## config.mk

```make
export PLATFORM = sky130hd
export DESIGN_NAME = utf8_identifier_scanner_unit
export DESIGN_NICKNAME = d
export VERILOG_FILES = /design/src/sv/u8id_pkg.sv /design/src/sv/utf8_identifier_scanner_unit.sv /design/src/sv/u8id_decode.sv
export SDC_FILE = /design/constraint.sdc
export NUM_CORES = 1
export LEC_CHECK = 0
export BUFFER_PORTS_ARGS = -buffer_cell sky130_fd_sc_hd__buf_2
export CAP_MARGIN = 20
export CORE_MARGIN = 2
export CORE_UTILIZATION = 44
export CTS_CLUSTER_DIAMETER = 60
export DETAILED_ROUTE_END_ITERATION = 10
export PLACE_DENSITY = 0.65
export SYNTH_ARGS = -nofsm -noshare
export SYNTH_HDL_FRONTEND = slang
export SYNTH_SLANG_ARGS = --single-unit
```

## constraint.sdc

```tcl
create_clock -name clk -period 3.47 [get_ports clk]
set_input_delay 1.041 -clock clk [delete_from_list [all_inputs] [get_ports clk]]
set_output_delay 1.041 -clock clk [all_outputs]
set_load 0.02 [all_outputs]
```

## src/sv/u8id_pkg.sv

```systemverilog
`timescale 1ns / 1ps
`default_nettype none

package u8id_pkg;

    localparam int COUNT_WIDTH = 16;

    // scan phase codes
    localparam logic [1:0] PH_START = 2'd0;
    localparam logic [1:0] PH_CONT  = 2'd1;
    localparam logic [1:0] PH_STOP  = 2'd2;

    // allowed range of the next continuation byte
    localparam logic [2:0] CLS_NONE = 3'd0;
    localparam logic [2:0] CLS_ANY  = 3'd1;
    localparam logic [2:0] CLS_E0   = 3'd2;
    localparam logic [2:0] CLS_ED   = 3'd3;
    localparam logic [2:0] CLS_F0   = 3'd4;
    localparam logic [2:0] CLS_F4   = 3'd5;

    typedef struct packed {
        logic [1:0]             phase;
        logic [2:0]             lead_class;
        logic [1:0]             remaining;
        logic [2:0]             seq_bytes;
        logic [COUNT_WIDTH-1:0] count;
    } scan_state_t;

    localparam scan_state_t SCAN_START = '{
        phase:      PH_START,
        lead_class: CLS_NONE,
        remaining:  2'd0,
        seq_bytes:  3'd0,
        count:      '0
    };

endpackage

`default_nettype wire

```

## src/sv/utf8_identifier_scanner_unit.sv

```systemverilog
// UTF-8 identifier scanner.
// Input channel: in_valid / in_stall carry one byte of a text (data_byte) a
// request, with final_byte marking its last byte. Output channel: out_valid /
// out_stall carry one result per text (found, matched_length), produced only
// for the final byte.
// Throughput: one byte per cycle unless in_stall is high. Each byte is
// decoded by a single level of compare and saturating add logic against the
// scan state registers. The result is shown in the cycle after the final
// byte is taken and held in an output register until the receiver takes it.
// Stalls: while a result waits and out_stall is high, in_stall is raised; as
// soon as the result is taken the next byte is accepted in the same cycle.
// hash_allowed is written through cfg_write / cfg_data and keeps its value
// across texts. Write it between texts only; the block does not enforce it.
// Reset: clears hash_allowed, the scan state (first codepoint expected, count
// zero) and the output valid flag. After each final byte the scan state
// returns to its start value for the next text.
`timescale 1ns / 1ps
`default_nettype none

module utf8_identifier_scanner_unit
(
    input  wire logic                             clk,
    input  wire logic                             rst_n,
    input  wire logic                             cfg_write,
    input  wire logic                             cfg_data,
    input  wire logic                             in_valid,
    output logic                                  in_stall,
    input  wire logic [7:0]                       data_byte,
    input  wire logic                             final_byte,
    output logic                                  out_valid,
    input  wire logic                             out_stall,
    output logic                                  found,
    output logic [u8id_pkg::COUNT_WIDTH-1:0]      matched_length
);

    logic                                 hash_allowed_reg;
    u8id_pkg::scan_state_t                state_reg;
    u8id_pkg::scan_state_t                state_next;
    logic                                 out_valid_reg;
    logic                                 found_reg;
    logic [u8id_pkg::COUNT_WIDTH-1:0]     length_reg;
    logic                                 in_take;

    assign in_stall = out_valid_reg && out_stall;
    assign in_take  = in_valid && !in_stall;

    u8id_decode u_decode
    (
        .cur          (state_reg),
        .data_byte    (data_byte),
        .hash_allowed (hash_allowed_reg),
        .nxt          (state_next)
    );

    always_ff @(posedge clk or negedge rst_n)
    begin
        if (!rst_n)
        begin
            hash_allowed_reg <= 1'b0;
        end
        else if (cfg_write)
        begin
            hash_allowed_reg <= cfg_data;
        end
    end

    always_ff @(posedge clk or negedge rst_n)
    begin
        if (!rst_n)
        begin
            state_reg <= u8id_pkg::SCAN_START;
        end
        else if (in_take)
        begin
            // back to start after the last byte of a text
            state_reg <= final_byte ? u8id_pkg::SCAN_START : state_next;
        end
    end

    always_ff @(posedge clk or negedge rst_n)
    begin
        if (!rst_n)
        begin
            out_valid_reg <= 1'b0;
        end
        else if (in_take && final_byte)
        begin
            out_valid_reg <= 1'b1;
        end
        else if (!out_stall)
        begin
            out_valid_reg <= 1'b0;
        end
    end

    always_ff @(posedge clk)
    begin
        if (in_take && final_byte)
        begin
            found_reg  <= state_next.count != '0;
            length_reg <= state_next.count;
        end
    end

    assign out_valid      = out_valid_reg;
    assign found          = found_reg;
    assign matched_length = length_reg;

    a_final_gives_result: assert property (@(posedge clk) disable iff (!rst_n)
        in_take && final_byte |=> out_valid_reg)
        else $error("final byte accepted without a result");

    a_found_matches_length: assert property (@(posedge clk) disable iff (!rst_n)
        out_valid_reg |-> (found_reg == (length_reg != '0)))
        else $error("found flag disagrees with length");

    a_restart_after_final: assert property (@(posedge clk) disable iff (!rst_n)
        in_take && final_byte |=>
            state_reg.count == '0 && state_reg.phase == u8id_pkg::PH_START)
        else $error("scan state not restarted after final byte");

    a_seq_covers_remaining: assert property (@(posedge clk) disable iff (!rst_n)
        state_reg.remaining != 2'd0 |->
            ({1'b0, state_reg.remaining} < state_reg.seq_bytes &&
             state_reg.phase != u8id_pkg::PH_STOP))
        else $error("pending sequence inconsistent with scan state");

    a_stall_only_when_full: assert property (@(posedge clk) disable iff (!rst_n)
        in_stall |-> out_valid_reg)
        else $error("input stalled with empty output register");

endmodule

`default_nettype wire

```

## src/sv/u8id_decode.sv

```systemverilog
`timescale 1ns / 1ps
`default_nettype none

module u8id_decode
(
    input  wire u8id_pkg::scan_state_t cur,
    input  wire logic [7:0]            data_byte,
    input  wire logic                  hash_allowed,
    output u8id_pkg::scan_state_t      nxt
);

    localparam int CW = u8id_pkg::COUNT_WIDTH;

    logic          is_letter;
    logic          is_digit;
    logic          ascii_ok;
    logic          cont_ok;
    logic [1:0]    rem_dec;
    logic [CW:0]   sum_one;
    logic [CW:0]   sum_seq;
    logic [CW-1:0] count_one;
    logic [CW-1:0] count_seq;

    assign is_letter = (data_byte >= 8'h41 && data_byte <= 8'h5A) ||
                       (data_byte >= 8'h61 && data_byte <= 8'h7A);
    assign is_digit  = data_byte >= 8'h30 && data_byte <= 8'h39;

    always_comb
    begin
        if (cur.phase == u8id_pkg::PH_START)
        begin
            ascii_ok = (data_byte == 8'h5F) || is_letter;
        end
        else
        begin
            ascii_ok = (data_byte == 8'h5F) || is_letter || is_digit ||
                       (hash_allowed && data_byte == 8'h23);
        end
    end

    always_comb
    begin
        unique case (cur.lead_class)
            u8id_pkg::CLS_E0: cont_ok = data_byte >= 8'hA0 && data_byte <= 8'hBF;
            u8id_pkg::CLS_ED: cont_ok = data_byte >= 8'h80 && data_byte <= 8'h9F;
            u8id_pkg::CLS_F0: cont_ok = data_byte >= 8'h90 && data_byte <= 8'hBF;
            u8id_pkg::CLS_F4: cont_ok = data_byte >= 8'h80 && data_byte <= 8'h8F;
            default:          cont_ok = data_byte[7:6] == 2'b10;
        endcase
    end

    // saturating adds: one ASCII byte, or a whole multi-byte sequence
    assign sum_one   = {1'b0, cur.count} + {{CW{1'b0}}, 1'b1};
    assign sum_seq   = {1'b0, cur.count} + {{(CW-2){1'b0}}, cur.seq_bytes};
    assign count_one = sum_one[CW] ? {CW{1'b1}} : sum_one[CW-1:0];
    assign count_seq = sum_seq[CW] ? {CW{1'b1}} : sum_seq[CW-1:0];
    assign rem_dec   = cur.remaining - 2'd1;

    always_comb
    begin
        nxt = cur;
        if (cur.phase == u8id_pkg::PH_START || cur.phase == u8id_pkg::PH_CONT)
        begin
            if (cur.remaining == 2'd0)
            begin
                priority if (!data_byte[7])
                begin
                    if (ascii_ok)
                    begin
                        nxt.count = count_one;
                        nxt.phase = u8id_pkg::PH_CONT;
                    end
                    else
                    begin
                        nxt       = u8id_pkg::SCAN_START;
                        nxt.phase = u8id_pkg::PH_STOP;
                        nxt.count = cur.count;
                    end
                end
                else if (data_byte >= 8'hC2 && data_byte <= 8'hDF)
                begin
                    nxt.lead_class = u8id_pkg::CLS_ANY;
                    nxt.remaining  = 2'd1;
                    nxt.seq_bytes  = 3'd2;
                end
                else if (data_byte >= 8'hE0 && data_byte <= 8'hEF)
                begin
                    nxt.lead_class = (data_byte == 8'hE0) ? u8id_pkg::CLS_E0 :
                                     (data_byte == 8'hED) ? u8id_pkg::CLS_ED :
                                                            u8id_pkg::CLS_ANY;
                    nxt.remaining  = 2'd2;
                    nxt.seq_bytes  = 3'd3;
                end
                else if (data_byte >= 8'hF0 && data_byte <= 8'hF4)
                begin
                    nxt.lead_class = (data_byte == 8'hF0) ? u8id_pkg::CLS_F0 :
                                     (data_byte == 8'hF4) ? u8id_pkg::CLS_F4 :
                                                            u8id_pkg::CLS_ANY;
                    nxt.remaining  = 2'd3;
                    nxt.seq_bytes  = 3'd4;
                end
                else
                begin
                    nxt       = u8id_pkg::SCAN_START;
                    nxt.phase = u8id_pkg::PH_STOP;
                    nxt.count = cur.count;
                end
            end
            else if (cont_ok)
            begin
                nxt.remaining  = rem_dec;
                nxt.lead_class = u8id_pkg::CLS_ANY;
                if (rem_dec == 2'd0)
                begin
                    // sequence complete: every well-formed codepoint counts
                    nxt       = u8id_pkg::SCAN_START;
                    nxt.phase = u8id_pkg::PH_CONT;
                    nxt.count = count_seq;
                end
            end
            else
            begin
                nxt       = u8id_pkg::SCAN_START;
                nxt.phase = u8id_pkg::PH_STOP;
                nxt.count = cur.count;
            end
        end
    end

endmodule

`default_nettype wire
```

==> flow_metrics.py, run 1 <==
metrics = {
    "run_status": {
        "outcome": "finished clean",
    },
    "cells_and_area": {
        "antennaDiodeCount": 0,
        "final_common_cell": "buf_4",
        "layout_common_cells": "66 x buf_4, 36 x nand2_1, 33 x buf_2",
        "drive_gt1_frac": 0.309,
        "nets": 477,
        "instances_no_fill": 555,
        "synthToLayoutAreaGrowth_pct": 23.9,
        "largest_register_ffs": 26,
    },
    "synthesis": {
        "synth-seq-cells": 45,
        "synth_edf_count": 17,
        "syn-num-nets": 395,
        "postSynthCellCount": 373,
        "ys_seq_area_frac": 0.365,
        "yosys_warnings": 0,
        "avgSynthCellArea_um2": 8.89,
        "syn_area_um2": 3310,
        "ys.flop_type": "dfrtp_1",
        "yosys.cell_types.count": 81,
        "ys_async_sr_fraction": 0.622,
    },
    "die": {
        "ios": 34,
        "core_area_um2": 7290,
        "die_area_um2": 8240,
        "die_y_um": 90.8,
        "die_x_um": 90.8,
        "rows": 31,
        "initial_utilization": 0.455,
    },
    "grt": {
        "overflow": 0,
        "grt_pass1_vias": 3414,
        "grt_usage": 0.261,
        "grt_pass1_wl_um": 17100,
        "antenna_found_initial": 0,
        "grt_max_degree": 29,
    },
    "job": {
        "drv_cap": 0,
    },
    "critical_path": {
        "crit_type": "input pin to flip-flop",
        "rr_startpoint": "state_reg[2]$_DFFE_PN0P_",
        "reg2reg_depth": 10,
        "rrSetupSlack_ns": 0.22,
        "cp-end-kind": "flip-flop",
        "r2r-end": "found$_DFFE_PP_",
        "worstPathRequired_ns": 3.55,
        "path_max_fanout": 8,
        "crit_arrival_ns": 3.42,
        "startpoint_type": "input pin",
    },
    "clocking": {
        "postCtsSetupBuffers": 0,
        "numCtsBuffers": 5,
        "clk-insertion-delay-late_ns": 0.33,
        "cts_resized": 0,
        "cts_buffer_depth": 2,
        "cts-root-buf": "clkbuf_8",
        "htree_levels": 2,
        "cts_tree": "yes",
        "clkTransAtPathRegs_ns": 0.10,
        "hold_buffers": 0,
        "cts_num_sinks": 45,
    },
    "timing": {
        "max_slew.worst_pin.slew_ns": 0.844,
        "fmax_mhz": 300,
        "clock_skew_ns": 0.0158,
        "hold_viol_final": 0,
        "slew_viol_final": 0,
        "hold_ws_ns": 0.511,
        "grt_setup_unrepaired": "false",
        "setup_violations": 0,
        "slew_headroom": 0.437,
        "min_period_ns": 3.33,
        "period_share": 0.961,
    },
    "power_and_ir_drop": {
        "power_frac_clock": 0.302,
        "leakage_nw": 1.73,
        "share_comb_of_total_power": 0.311,
        "peakVddDrop_uv": 269,
        "switching_share": 0.328,
        "power_switching_w": 0.000536,
        "powerDensity_nw_per_um2": 398,
        "power_frac_seq": 0.387,
        "p_int_w": 0.00110,
    },
    "placement": {
        "gp_congestion": 0.997,
        "post-dp-hpwl_um": 7850,
        "numPortBuffers": 33,
        "dp.cells": 547,
    },
    "worst_hold_path": {
        "hold_start": "state_reg[20]$_DFFE_PN0P_",
        "min_path_type": "flip-flop to flip-flop",
        "hold_path_depth": 2,
        "min_to": "state_reg[20]$_DFFE_PN0P_",
    },
    "routing": {
        "vias": 3402,
        "remaining_drc_errors": 0,
        "drt-initial-drc-count": 250,
        "ant_nets": 0,
        "post_drt_wl_per_cell_um": 18.5,
        "drt_wl_total_um": 10300,
        "via_per_inst": 6.13,
        "drt_first_pass_iters": 5,
    },
}
## synthesized netlist by cell type (7+ instances only)
| cell | instances | area share |
|---|---|---|
| nand2_1 | 36 | 0.041 |
| edfxtp_1 | 17 | 0.15 |
| inv_1 | 18 | 0.020 |
| and3_1 | 7 | 0.013 |
| nor3_1 | 12 | 0.018 |
| a22o_1 | 10 | 0.026 |
| nor2_1 | 27 | 0.031 |
| o21ai_0 | 24 | 0.036 |
| dfrtp_1 | 28 | 0.21 |
| nand3_1 | 17 | 0.026 |
| clkbuf_1 | 10 | 0.011 |
| a21oi_1 | 16 | 0.024 |
| o211ai_1 | 7 | 0.016 |
| nand4_1 | 7 | 0.013 |
## power by group through the flow
stage / logic [W] / clock network [W] / registers [W]
after CTS: 0.000502 / 0.000501 / 0.000633
after global routing: 0.000550 / 0.000520 / 0.000639
after global placement: 0.000495 / 0 / 0.000643
after floorplan: 0.000285 / 0 / 0.000648
after detailed placement: 0.000501 / 0 / 0.000644
final: 0.000508 / 0.000493 / 0.000633
## layer usage
layer	global-route usage	vias to the layer above	wire length [um]
met5	0	-	0
met1	0.337	1661	4410
met4	0.120	0	316
met2	0.437	124	5010
li1	-	1587	-
met3	0.0326	30	531
## worst max-delay path, stage by stage
cell	delay [ns]
buf_2	0.13
or4_4	0.55
a21oi_4	0.17
o22ai_4	0.14
buf_4	0.18
a21o_1	0.15
a22o_1	0.21
nand2b_1	0.17
nor4_2	0.16
nand4_1	0.13
or3_1	0.39
## layout make-up
type                       count  area [um^2]
clock buffer                   5         68.8
clock inverter                 3         68.8
fill                         703         3190
inverter                      19         76.3
multi-input combinational    285         1900
sequential                    45         1210
tap                           99          124
timing repair buffer          99          661
## per-stage QoR
step	TNS [ns]	total power (W)	cell area [um^2]	util	worst slack (ns)
floorplan	0	0.000933	3320	-	0.0109
global placement	-0.170	0.00114	3970	0.544	-0.170
detailed placement	-0.197	0.00114	3970	0.544	-0.197
CTS	0	0.00164	4110	0.563	0.158
global route	0	0.00171	4110	0.563	0.00448
finish	0	0.00164	4110	0.563	0.136
## cells by family (layout without fill, tap and decap cells)
family	Yosys count	in the layout	synth area share
adder cells (fa/ha/maj)	7	7	0.0287
AND/OR/NAND/NOR	153	153	0.253
buffers and inverters	43	126	0.0638
AO/OA/AOI/OAI	114	114	0.254
XOR/XNOR	4	4	0.0106
multiplexers	7	7	0.0245
flip-flops	45	45	0.365
## worst max-delay path by stage
stage	start	end	slack, ns	depth (start not counted)
after floorplan	data_byte[3]	found$_DFFE_PP_	0.01	11
after global placement	data_byte[4]	found$_DFFE_PP_	-0.17	11
after detailed placement	data_byte[4]	found$_DFFE_PP_	-0.20	11
after CTS	data_byte[4]	found$_DFFE_PP_	0.16	11
after global routing	data_byte[4]	found$_DFFE_PP_	0.004	11
final	data_byte[4]	found$_DFFE_PP_	0.14	11
No activity file was read; power rests on OpenSTA's default activity.
==> run 2: changes to the inputs <==
--- a/config.mk
+++ b/config.mk
@@ -11,7 +11,9 @@
 export CORE_UTILIZATION = 44
 export CTS_CLUSTER_DIAMETER = 60
 export DETAILED_ROUTE_END_ITERATION = 10
+export MAX_ROUTING_LAYER = met4
 export PLACE_DENSITY = 0.65
 export SYNTH_ARGS = -nofsm -noshare
 export SYNTH_HDL_FRONTEND = slang
+export SYNTH_HIERARCHICAL = 1
 export SYNTH_SLANG_ARGS = --single-unit
==> run 2 against run 1 <==
Synthesized cell count rose by 0.80%. Combinational power grew 18%. Global-route usage fell by 2.6 points. First-iteration DRC count decreased by 31%. Setup slack better by 0.086 ns. Sequential share of layout area up 0.14 points. Cell count down 3.2%. Final area is 0.49% lower. Critical endpoint unchanged. Critical path depth is the same. Clock skew down 0.011 ns. Utilization fell by 3.4 points. Largest power group unchanged. Power fell by 1.8%.
==> flow_metrics.py, run 2 <==
metrics = {
    "clocking": {
        "htree_levels": 2,
        "clk-insertion-delay-late_ns": 0.31,
        "clkTransAtPathRegs_ns": 0.09,
        "cts_buffer_depth": 2,
        "cts_num_sinks": 45,
        "cts_resized": 0,
        "cts-root-buf": "clkbuf_8",
        "hold_buffers": 0,
        "postCtsSetupBuffers": 0,
        "numCtsBuffers": 5,
        "cts_tree": "yes",
    },
    "critical_path": {
        "path_max_fanout": 4,
        "crit_type": "flip-flop to flip-flop",
        "rr_startpoint": "state_reg[16]$_DFFE_PN0P_",
        "startpoint": "state_reg[16]$_DFFE_PN0P_",
        "cpPeakStageDelay_ns": 0.51,
        "path_cells": "ha_1, inv_1, fa_1, nor2b_1, o21ai_1, or4_1, o21ai_1, mux2_1, nor4_1, buf_4, nand4_1",
        "crit_top_cell": "o21ai_1",
        "crit_path_top_delay_cell": "or4_1",
        "cp-end-kind": "flip-flop",
        "startpoint_type": "flip-flop",
        "rrSetupSlack_ns": 0.22,
        "worstPathRequired_ns": 3.52,
        "crit_arrival_ns": 3.30,
    },
    "die": {
        "die_area_um2": 8700,
        "die_y_um": 93.3,
        "die_x_um": 93.3,
        "initial_utilization": 0.454,
        "core_area_um2": 7730,
        "ios": 34,
        "rows": 32,
    },
    "grt": {
        "grt_pass1_wl_um": 15800,
        "met3_usage": 0.0467,
        "grt_usage": 0.235,
        "use_met2": 0.385,
        "grt.busiest_layer": "met2",
        "antenna_found_initial": 0,
        "met1_usage": 0.291,
        "grt_pass1_vias": 3215,
        "grt_max_degree": 29,
        "overflow": 0,
    },
    "routing": {
        "drt_first_pass_iters": 5,
        "post_drt_wl_per_cell_um": 18.1,
        "drt-initial-drc-count": 173,
        "via_per_inst": 6.12,
        "vias": 3289,
        "ant_nets": 0,
        "drt_wl_total_um": 9720,
        "remaining_drc_errors": 0,
    },
    "placement": {
        "post-dp-hpwl_um": 7120,
        "numPortBuffers": 33,
        "pre_cts_ws_ns": 0.000503,
        "gp_congestion": 0.956,
    },
    "synthesis": {
        "yosys.cell_types.count": 77,
        "ys_async_sr_fraction": 0.622,
        "synth.area.top_cells": "dfrtp_1 20%, edfxtp_1 15%, mux2_2 8.7%",
        "syn-num-nets": 398,
        "synth_commonest_cells": "30 x nor2b_1, 28 x dfrtp_1, 27 x mux2_2",
        "post-synth-top-count-cell": "nor2b_1",
        "synth-seq-cells": 45,
        "avgSynthCellArea_um2": 9.33,
        "yosysTopAreaCell": "dfrtp_1",
        "synth_top_area_share": 0.200,
        "ys_seq_area_frac": 0.345,
        "yosys_warnings": 6,
        "ys.flop_type": "dfrtp_1",
        "postSynthCellCount": 376,
        "synth_edf_count": 17,
        "syn_area_um2": 3510,
    },
    "timing": {
        "max_slew.worst_pin.slew_ns": 0.912,
        "setup_violations": 0,
        "slew_viol_final": 0,
        "hold_ws_ns": 0.539,
        "fin_setup_tns_ns": 0,
        "clock_skew_ns": 0.00461,
        "min_period_ns": 3.25,
        "grt_setup_unrepaired": "false",
        "fmax_mhz": 308,
        "period_share": 0.936,
        "hold_viol_final": 0,
        "finalWorstSetupSlack_ns": 0.221,
        "slew_headroom": 0.386,
    },
    "cells_and_area": {
        "multiInputGateArea_um2": 2120,
        "drive_gt1_frac": 0.287,
        "antennaDiodeCount": 0,
        "final_common_cell": "buf_4",
        "nets": 456,
        "layout_common_cells": "41 x buf_4, 33 x buf_2, 30 x nor2b_1",
        "nFillCells": 739,
        "final-seq-area_um2": 1210,
        "largest_register_ffs": 26,
        "synthToLayoutAreaGrowth_pct": 16.5,
    },
    "worst_hold_path": {
        "hold_start": "hash_allowed_reg$_DFFE_PN0P_",
        "min_path_type": "flip-flop to flip-flop",
    },
    "power_and_ir_drop": {
        "leakage_nw": 1.65,
        "p_total_w": 0.00160,
        "peakVddDrop_uv": 186,
        "powerDensity_nw_per_um2": 393,
    },
    "run_status": {
        "outcome": "finished clean",
    },
    "job": {
        "drv_cap": 0,
    },
}
-- run 2: changes by cell type after synthesis, moves of 6 or more --
cell	delta
inv_1	-6
mux2_2	+22
nand2_1	-13
nor2b_1	+28
o21ai_0	-8
-- run 2: final timing paths --
kind / endpoint / cells past startpoint
worst max register to register: found$_DFFE_PP_ / 11
max in group asynchronous: state_reg[17]$_DFFE_PN0P_ / 1
worst min-delay path: hash_allowed_reg$_DFFE_PN0P_ / 1
worst min register to register: hash_allowed_reg$_DFFE_PN0P_ / 1
min in group asynchronous: state_reg[15]$_DFFE_PN0P_ / 1
worst max-delay path: found$_DFFE_PP_ / 11
-- run 2: power breakdown --
part / internal [W] / leakage, nW / switching [W]
Sequential: 0.000614 / 0.543 / 0.0000507
Combinational: 0.000261 / 1.06 / 0.000336
Clock: 0.000146 / 0.0447 / 0.000198
-- run 2: cells by family (layout without fill, tap and decap cells) --
family                   Yosys count  after routing  synth area share
AO/OA/AOI/OAI                    107            107             0.229
XOR/XNOR                           2              2           0.00499
adder cells (fa/ha/maj)            7              7            0.0271
buffers and inverters             36             95            0.0517
flip-flops                        45             45             0.345
multiplexers                      31             31            0.0991
AND/OR/NAND/NOR                  148            148             0.243
-- run 2: cell type report --
cell class / instances / area share
repair buffers: 75 / 0.121
clock inverters: 3 / 0.00612
well taps: 102 / 0.0312
multi-input cells: 295 / 0.518
clock buffers: 5 / 0.0168
flip-flops and latches: 45 / 0.296
inverters: 12 / 0.0110
-- run 2: per-layer routing --
metal | wire length [um] | part of all wire
met2 | 4740 | 0.49
met5 | 0 | 0
met4 | 181 | 0.019
met1 | 4150 | 0.43
met3 | 656 | 0.067
-- run 2: critical path, delay by kind of cell, from the launching register on --
| family | cells | cell delay [ns] |
|---|---|---|
| AO/OA/AOI/OAI | 2 | 0.28 |
| AND/OR/NAND/NOR | 4 | 1.10 |
| flip-flops | 1 | 0.41 |
| multiplexers | 1 | 0.39 |
| buffers and inverters | 2 | 0.22 |
| adder cells (fa/ha/maj) | 2 | 0.58 |
-- run 2: through the flow --
step	util	instance area (um^2)	instances
after floorplan	-	3510	376
after global placement	0.517	3990	529
after detailed placement	0.517	3990	529
after CTS	0.529	4090	537
after global routing	0.529	4090	537
final	0.529	4090	537
